`config.mk`:
```
export PLATFORM = sky130hd
export DESIGN_NAME = dfa_walk
export DESIGN_NICKNAME = d
export VERILOG_FILES = /design/src/rtl/dfa_pkg.sv /design/src/rtl/dfa_walk.sv
export SDC_FILE = /design/constraint.sdc
export NUM_CORES = 1
export LEC_CHECK = 0
export ABC_AREA = 1
export BUFFER_PORTS_ARGS = -buffer_cell sky130_fd_sc_hd__clkbuf_2
export CAP_MARGIN = 15
export CORE_MARGIN = 2
export CORE_UTILIZATION = 53
export CTS_CLUSTER_DIAMETER = 50
export DETAILED_ROUTE_END_ITERATION = 16
export HOLD_SLACK_MARGIN = 0.06
export PLACE_DENSITY = 0.79
export SYNTH_ARGS = -nofsm -noshare
export SYNTH_HDL_FRONTEND = slang
export SYNTH_SLANG_ARGS = --single-unit
```
`constraint.sdc`:
```
create_clock -name clk -period 2.5 [get_ports clk]
set_clock_uncertainty 0.1 [all_clocks]
set_input_delay 0.375 -clock clk [delete_from_list [all_inputs] [get_ports clk]]
set_output_delay 0.375 -clock clk [all_outputs]
set_load 0.01 [all_outputs]
```
`src/rtl/dfa_pkg.sv`:
```
// shared types, constants and helpers of the prefix matcher
package dfa_pkg;

	localparam int unsigned NUM_STATES = 16;
	localparam int unsigned MAX_LENGTH = 4095;
	localparam int unsigned NUM_SYMBOLS = 256;

	localparam int unsigned STATE_W = 4;
	localparam int unsigned SYM_W = 8;
	localparam int unsigned LEN_W = 12;
	localparam int unsigned CNT_W = $clog2(MAX_LENGTH + 1);
	localparam int unsigned FLAG_AW = $clog2(NUM_STATES);

	localparam int unsigned TAB_DEPTH = NUM_STATES * NUM_SYMBOLS;
	localparam int unsigned TAB_AW = $clog2(TAB_DEPTH);

	localparam logic [1:0] OP_WR_EDGE = 2'd0;
	localparam logic [1:0] OP_WR_ACCEPT = 2'd1;
	localparam logic [1:0] OP_FEED = 2'd2;

	typedef struct packed {
		logic valid;
		logic [STATE_W-1:0] next;
	} edge_t;

	typedef struct packed {
		logic en;
		logic we;
		logic [TAB_AW-1:0] addr;
		edge_t wdata;
	} mem_req_t;

	typedef struct packed {
		logic [STATE_W-1:0] state;
		logic [CNT_W-1:0] count;
		logic stopped;
	} run_t;

	typedef struct packed {
		logic valid;
		logic last;
	} s1_stat_t;

	typedef struct packed {
		logic accepted;
		logic [LEN_W-1:0] match_length;
	} result_t;

	function automatic logic in_range(input logic [STATE_W-1:0] s);
		return 32'(s) < NUM_STATES;
	endfunction

	function automatic logic [TAB_AW-1:0] tab_addr(input logic [STATE_W-1:0] s,
			input logic [SYM_W-1:0] sym);
		return TAB_AW'(32'(s) * NUM_SYMBOLS + 32'(sym));
	endfunction

endpackage

```
`src/rtl/dfa_walk.sv`:
```
// run state, accepting flags and the lookup resolve stage
module dfa_walk (
	input  logic                         clk,
	input  logic                         arst_n,
	input  logic                         issue,
	input  logic                         issue_last,
	input  logic [dfa_pkg::STATE_W-1:0]  issue_cur,
	input  logic                         advance,
	input  logic                         flag_we,
	input  logic [dfa_pkg::STATE_W-1:0]  flag_idx,
	input  logic                         flag_val,
	input  logic [dfa_pkg::STATE_W-1:0]  start_state,
	input  dfa_pkg::edge_t               rd,
	output dfa_pkg::run_t                fwd,
	output dfa_pkg::s1_stat_t            s1,
	output dfa_pkg::result_t             res
);
	import dfa_pkg::*;

	logic valid_s1;
	logic last_s1;
	logic [STATE_W-1:0] cur_s1;

	logic [STATE_W-1:0] state_q;
	logic [CNT_W-1:0] count_q;
	logic stopped_q;
	logic flags_q [NUM_STATES];

	logic commit;
	logic found;
	run_t walked;
	logic acc;

	assign s1.valid = valid_s1;
	assign s1.last = last_s1;
	assign commit = valid_s1 & advance;

	always_comb begin
		found = ~stopped_q & in_range(cur_s1) & rd.valid;
		walked.stopped = stopped_q | ~found;
		if (stopped_q) begin
			walked.state = state_q;
		end else if (found) begin
			walked.state = rd.next;
		end else begin
			walked.state = cur_s1;
		end
		if (found && (count_q < CNT_W'(MAX_LENGTH))) begin
			walked.count = count_q + 1'b1;
		end else begin
			walked.count = count_q;
		end

		acc = in_range(walked.state) & flags_q[walked.state[FLAG_AW-1:0]];
		res.accepted = acc;
		res.match_length = acc ? LEN_W'(walked.count) : '0;

		// run state as it stands once this cycle's byte is retired
		if (commit && last_s1) begin
			fwd.state = start_state;
			fwd.count = '0;
			fwd.stopped = 1'b0;
		end else if (commit) begin
			fwd = walked;
		end else begin
			fwd.state = state_q;
			fwd.count = count_q;
			fwd.stopped = stopped_q;
		end
	end

	always_ff @(posedge clk or negedge arst_n) begin
		if (!arst_n) begin
			valid_s1 <= 1'b0;
			state_q <= '0;
			count_q <= '0;
			stopped_q <= 1'b0;
			for (int i = 0; i < NUM_STATES; i++) begin
				flags_q[i] <= 1'b0;
			end
		end else begin
			if (issue) begin
				valid_s1 <= 1'b1;
			end else if (advance) begin
				valid_s1 <= 1'b0;
			end
			state_q <= fwd.state;
			count_q <= fwd.count;
			stopped_q <= fwd.stopped;
			if (flag_we && in_range(flag_idx)) begin
				flags_q[flag_idx[FLAG_AW-1:0]] <= flag_val;
			end
		end
	end

	always_ff @(posedge clk) begin
		if (issue) begin
			last_s1 <= issue_last;
			cur_s1 <= issue_cur;
		end
	end

endmodule

```
==> impl_results.md, run 1 <==
- Number of diodes: 0
- Flops & latches, synth: 39
- Critical path arrival: between 1500 and 2000 ps
- Clk sink count: 39
- Status: finished, final reports clean
- Final min period: 2450 ps
- Max clock buf depth: 2
- Clock Pin Slew Worst Setup and Hold Paths: 80 ps
- Synthesized area: 2290 sq um
- Core Area: approximately 4100 sq um
- Sw frac: 33.2%
- Relative slew margins: 42.3%
- Clock Power Share: 30.9%
- Grt ovf: 0
- Achievable Freq: ~410 MHz
- Comb pwr share: 29.8%
- TritonCTS clock tree: yes
- Synth area leaders: dfrtp_1, nand2_1, nand3_1
- Area grow syn2layout: 25.9%
- 1st-pass router iterations: 5
- RSZ-0062 raised after global routing: yes
- Post-synth ARST share: between 80% and 90%
- Die width: 69.8 microns
- I/O Pins: 56
- Placer congestion estimate: 0.902
- Power Density: between 600 and 700 nW/um^2
- Setup crit end: fwd[8]
- Met1 Resource Use GR: 31.9%
- VDD IR max: 0.522 mV
- Die ar.: 4870 sq um
- Max Cap Viol: 0
- PortBufs: 55
- Remaining antenna violation count: 0
- Distinct cells, synth: 31
- Synth top cells by count: nand2_1, nand3_1, inv_1, dfrtp_1, nor2_1
- Number of buffers created by CTS: 5
- Sequential Power Share: between 30% and 40%
- DRC viols: 0
- Leading area contributor after synthesis: dfrtp_1
- Main synth FF type: dfrtp_1
- Fill cells: 330
- Post-Syn Area per Cell: 7.42 sq um
- Count leader, synth: nand2_1
- Wire per inst: 13.7 microns
- Share of cells above drive strength 1: 27.7%
- Int Pwr: 1.35 mW
- Starting Density: 56.1%
- Post-synth EDFFs: 5
- Vias in the first global route: 2119
- Largest net degree at the start of global routing: 35
- Vias: about 2300
- CTS H-Tree Depth: 2
- Syn Inst Count: about 300
- Syn_nets: 334
- Final period util: a little over nine tenths
- Worst r2r dst: count_q[1]$_DFF_PN0_
- PnR Total Power: 2.02 mW
- Die H: 69.8 microns
- Post-synth top area share: a little under two fifths
- CP Data Required Time: 2030 ps
- Root Buffer: clkbuf_8
- Global Route Usage Sum: 23.8%
- Yosys warning count: 0
- Worst-Margin Slew: around 870 ps
- Reg2Reg Depth: 9
- Initial antenna violation count: 0
- Post-layout util: 70.6%
- Crit path launch type: flip-flop
- Nets: 399
- Critical path origin: count_q[1]$_DFF_PN0_
- DP Cell Count: roughly 410
- Dpl hpwl: 4.05 mm
- LEAKAGE: 1.40 nW
- Clock Latency Late Sink: just under 300 ps
- Vias per inst: between 5 and 6
- DR iter-0 viols: just over 200
- Hold_buf cts: 0
- R2r startpoint: count_q[1]$_DFF_PN0_
- Crit path kind: reg2out
- Finished Layout Cells: 425
- Sequential share of the synthesized area: 43.7%
- Final Hold Vio Count: 0
- First-pass GRT wire length: ~9.4 mm
- Flop2flop setup slack: 740 ps
- Met3 GRT Util: 3.78%
- Num rows: 23
- Busiest grt layer: met2
- DRT Wirelength: 5.82 mm
- Worst Setup End Kind: output port
- Slew Viols, Final: 0
- P_sw: between 0.6 and 0.7 mW
- Max FO, Critical Path: 12
- Min-Delay Path Class: in2async
- GR Layer Usage met2: 39.2%
- Final Setup Violations: 0
==> logic make-up (layout without fill, tap and decap cells) <==
logic type	Yosys count	count (layout)	synth area share [%]
simple gates	171	172	34.0
xor+xnor	4	4	1.53
compound gates	48	48	11.6
fa+ha+maj	1	1	0.546
flops	39	39	43.7
buf+inv	46	111	8.73
==> worst max-delay path: stages, from the launching register on <==
cell and delay, ps:
dfrtp_1 390, ha_2 210, nand2_1 80, nor2_2 170
nand3_2 110, nand2_4 130, inv_4 80, nand3_1 90
nand2_1 90, o22ai_1 170, clkbuf_2 170
==> per-stage QoR <==
step / setup TNS (ps) / hold slack [ps] / area, sq um / worst slack [ps]
floorplan: 0 / -20.6 / 2290 / 383
global placement: 0 / 385 / 2590 / 143
detailed placement: 0 / 385 / 2590 / 110
CTS: 0 / 109 / 2750 / 29.5
global route: -787 / 146 / 2890 / -70.9
finish: 0 / 78.6 / 2890 / 45.4
==> routing by layer <==
| layer | vias to the layer above | share of wire, % |
|---|---|---|
| met4 | 0 | 1.7 |
| li1 | 1149 | - |
| met3 | 12 | 6.1 |
| met2 | 103 | 49 |
| met5 | - | 0 |
| met1 | 1071 | 44 |
==> power groups by stage <==
stage	registers [mW]	clock network, mW	logic [mW]
floorplan	0.784	0	0.378
global placement	0.808	0	0.476
detailed placement	0.805	0	0.485
CTS	0.790	0.629	0.502
global route	0.799	0.656	0.675
finish	0.794	0.624	0.601
==> sequential cells by signal, indices dropped and copies added (netlist names) <==
| name | flops |
|---|---|
| count_q | 12 |
| stopped_q | 1 |
| last_s1 | 1 |
| flags_q | 16 |
| cur_s1 | 4 |
| state_q | 4 |
| valid_s1 | 1 |
==> what timing repair did <==
| item | in CTS | in global routing |
|---|---|---|
| setup endpoints to repair | 19 | 23 |
| resized for setup | 3 | 30 |
| setup buffers | 2 | 5 |
| pin swaps | 0 | 7 |
| cloned | 0 | 1 |
==> final cells by class <==
type	count	area, sq um	share of cell area (%)
multi-input cells	225	1190	41.2
flip-flops and latches	39	1000	34.7
repair buffers	65	354	12.3
inverters	38	148	5.12
clock buffers	6	72.6	2.52
well taps	50	62.6	2.17
clock inverters	2	60.1	2.08
==> placed cells by master (no fill, tap or decap), types with 2 or more instances in the layout <==
cell	Yosys	final
nand3_2	3	4
buf_2	1	5
a31oi_1	3	3
o22ai_1	3	3
nand3_1	41	37
nand2_1	75	73
nor2_1	32	27
clkbuf_8	0	5
o21ai_1	0	4
nor2_2	8	13
inv_4	0	2
o21ai_0	23	18
a22oi_1	4	4
nor3_1	7	6
inv_1	35	34
xor2_1	4	4
dfrtp_1	34	34
nand3_4	0	3
nand2_4	1	2
a21oi_1	12	12
clkbuf_2	0	50
buf_4	3	9
nand2_8	1	2
edfxtp_1	5	5
bufinv_16	0	2
==> worst min path at each step <==
stage                                    to  depth (start not counted)                    start  slack (ps)
finish                 count_q[3]$_DFF_PN0_                          1                   arst_n          80
global route           count_q[9]$_DFF_PN0_                          1                   arst_n         150
CTS                    count_q[3]$_DFF_PN0_                          1                   arst_n         110
detailed placement  flags_q[11]$_DFFE_PN0P_                          2  flags_q[11]$_DFFE_PN0P_         380
global placement    flags_q[11]$_DFFE_PN0P_                          2  flags_q[11]$_DFFE_PN0P_         390
floorplan              count_q[0]$_DFF_PN0_                          0                   arst_n         -20
(Power assumes the default switching activity.)
==> run 2, diff against run 1 <==
--- a/config.mk
+++ b/config.mk
@@ -9,11 +9,12 @@
 export BUFFER_PORTS_ARGS = -buffer_cell sky130_fd_sc_hd__clkbuf_2
 export CAP_MARGIN = 15
 export CORE_MARGIN = 2
-export CORE_UTILIZATION = 53
+export CORE_UTILIZATION = 55
+export CTS_BUF_LIST = sky130_fd_sc_hd__clkbuf_4
 export CTS_CLUSTER_DIAMETER = 50
 export DETAILED_ROUTE_END_ITERATION = 16
 export HOLD_SLACK_MARGIN = 0.06
-export PLACE_DENSITY = 0.79
+export PLACE_DENSITY = 0.82
 export SYNTH_ARGS = -nofsm -noshare
 export SYNTH_HDL_FRONTEND = slang
 export SYNTH_SLANG_ARGS = --single-unit
==> run 2 against run 1 <==
  * Die area down 3.4%
  * Combinational power up 14%
  * Highest routed layer unchanged
  * Largest cell class unchanged
  * Sequential power up 1%
  * Sequential share of layout area down 1.6 points
  * The run now ends with setup timing left
  * Worst hold slack worse by 5.8 ps
  * Total power down 9.1%
  * Design area up 5.1%
==> impl_results.md, run 2 (same netlist as run 1, synthesis figures left out) <==
- Core Area: 4000 sq um (-2.1%)
- Setup WS pre-CTS: 132 ps (+22.2 ps)
- Power Density: 605 nW/um^2 (-14%)
- Nets: 401 (+0.50%)
- Starting Density: 57.3% (+1.2 points)
- Root Buffer: clkbuf_4
- PnR Total Power: 1.83 mW (-9.1%)
- Vias in the first global route: 2029 (-4.2%)
- Area grow syn2layout: 32.3%
- Final period util: 103% (+4.4 points)
- Biggest regs: flags_q x16, count_q x12
- Max Cap Viol: 0 (unchanged)
- Most frequent cells in the layout: nand2_1, clkbuf_2, nand3_1, inv_1, dfrtp_1
- Clk sink count: 39 (unchanged)
- LEAKAGE: 1.41 nW (+0.50%)
- Final Setup Violations: 11 (+11)
- Max FFs per register: 16 (unchanged)
- Crit path kind: reg2out
- Final min period: 2560 ps (+109 ps)
- VDD IR max: 0.405 mV (-22%)
- Worst-Margin Slew: 837 ps (-28.6 ps)
- Largest Register: flags_q
- Post-layout util: 75.8% (+5.2 points)
- Status: finished, violations left
- Remaining antenna violation count: 0 (unchanged)
- Cell Area, Placed: 2590 sq um (-0.29%)
- Number of diodes: 0 (unchanged)
- Achievable Freq: 390 MHz (-4.3%)
- Slew Viols, Final: 0 (unchanged)
- Vias: 2395 (+2.6%)
- Grt ovf: 0 (unchanged)
- Final Hold Vio Count: 0 (unchanged)
- Crit path launch type: flip-flop
- Largest net degree at the start of global routing: 35 (unchanged)
- Num rows: 23 (unchanged)
- Number of buffers created by CTS: 5 (unchanged)
- Placer congestion estimate: 0.859 (-4.8%)
- Vias per inst: 5.61 (+2.1%)
- First-pass GRT wire length: 8.78 mm (-6.7%)
- RSZ-0062 raised after global routing: yes
- Relative slew margins: 44.2% (+1.9 points)
- Worst Setup End Kind: output port
- Failing checks: setup timing
- Max FO, Critical Path: 8 (-4)
- Die ar.: 4700 sq um (-3.4%)
- Global Route Usage Sum: 25.4% (+1.6 points)
- DRT Wirelength: 6.24 mm (+7.2%)
- Share of cells above drive strength 1: 33.7% (+6.0 points)
- CP Data Required Time: 2030 ps (about the same)
- Die width: 68.6 microns (-1.7%)
- Clock Latency Late Sink: 370 ps (+80 ps)
- I/O Pins: 56 (unchanged)
- Most common cell after layout, fill and taps aside: nand2_1
- Dpl hpwl: 4.04 mm (-0.24%)
- Die H: 68.6 microns (-1.7%)
- PortBufs: 55 (unchanged)
- Final worst slack: -63.8 ps (-109 ps)
- DR iter-0 viols: 288 (+40%)
- 1st-pass router iterations: 5 (unchanged)
- TritonCTS clock tree: yes
- Wire per inst: 14.6 microns (+6.7%)
- Min-Delay Path Class: in2reg
- Max clock buf depth: 2 (unchanged)
- DRC viols: 0 (unchanged)
- Worst hold margin: 72.9 ps (-5.75 ps)
- Clock Pin Slew Worst Setup and Hold Paths: 130 ps (+50 ps)
- Initial antenna violation count: 0 (unchanged)
- CTS H-Tree Depth: 2 (unchanged)
- Critical path arrival: 2090 ps (+110 ps)
- Final instance area: 3030 sq um (+5.1%)
## run 2: final timing paths
kind,from,end,slack [ps],cells after the start
hold / removal,issue_cur[3],cur_s1[3]$_DFFE_PP_,70,1
max in group asynchronous,arst_n,count_q[6]$_DFF_PN0_,1180,2
min in group asynchronous,arst_n,count_q[2]$_DFF_PN0_,530,2
setup reg to reg,count_q[1]$_DFF_PN0_,count_q[7]$_DFF_PN0_,750,10
setup / recovery,count_q[1]$_DFF_PN0_,fwd[3],-60,12
hold reg to reg,flags_q[7]$_DFFE_PN0P_,flags_q[7]$_DFFE_PN0P_,410,2
## run 2: layout make-up
| cell class | instances | area (sq um) |
|---|---|---|
| clock buffer | 5 | 37.5 |
| clock inverter | 3 | 20.0 |
| fill | 294 | 968 |
| inverter | 38 | 153 |
| multi-input combinational | 226 | 1350 |
| sequential | 39 | 1000 |
| tap | 50 | 62.6 |
| timing repair buffer | 64 | 387 |
| timing repair inverter | 2 | 13.8 |
## run 2: timing repair
| action | CTS | global route |
|---|---|---|
| resized for setup | 10 | 83 |
| setup endpoints to repair | 24 | 26 |
| hold buffers | 1 | 0 |
| endpoints found under the hold margin | 34 | 0 |
| pin swaps | 1 | 14 |
| setup buffers | 2 | 4 |
| cloned | 0 | 4 |
## run 2: through the flow
stage	std cells	setup TNS, ps
2_1_floorplan	309	0
3_5_place_dp	408	0
3_3_place_gp	408	0
4_1_cts	419	-39.1
6_report	427	-232
5_1_grt	427	-1500
## run 2: layer usage
layer  GRT usage (%)  wire [microns]  vias up
met1            32.2            2460     1109
met5               0               0        -
met2            42.2            3200      111
li1                -               -     1149
met4            10.0             190        0
met3            5.52             386       26
## run 2: critical path, cell delays in order, from the launching register on
cell and delay (ps):
dfrtp_2 450, ha_4 170, nand2_4 60, nor2_4 140
nand3_2 120, nand2_4 200, inv_6 60, nand2_1 90
nand2_1 70, nand2_1 80, nand2_1 60, o21ai_2 60
buf_2 150
## run 2: power by group
group	internal [mW]	switching, mW
combinational	0.247	0.441
sequential	0.733	0.0709
clock	0.108	0.234
total	1.09	0.747
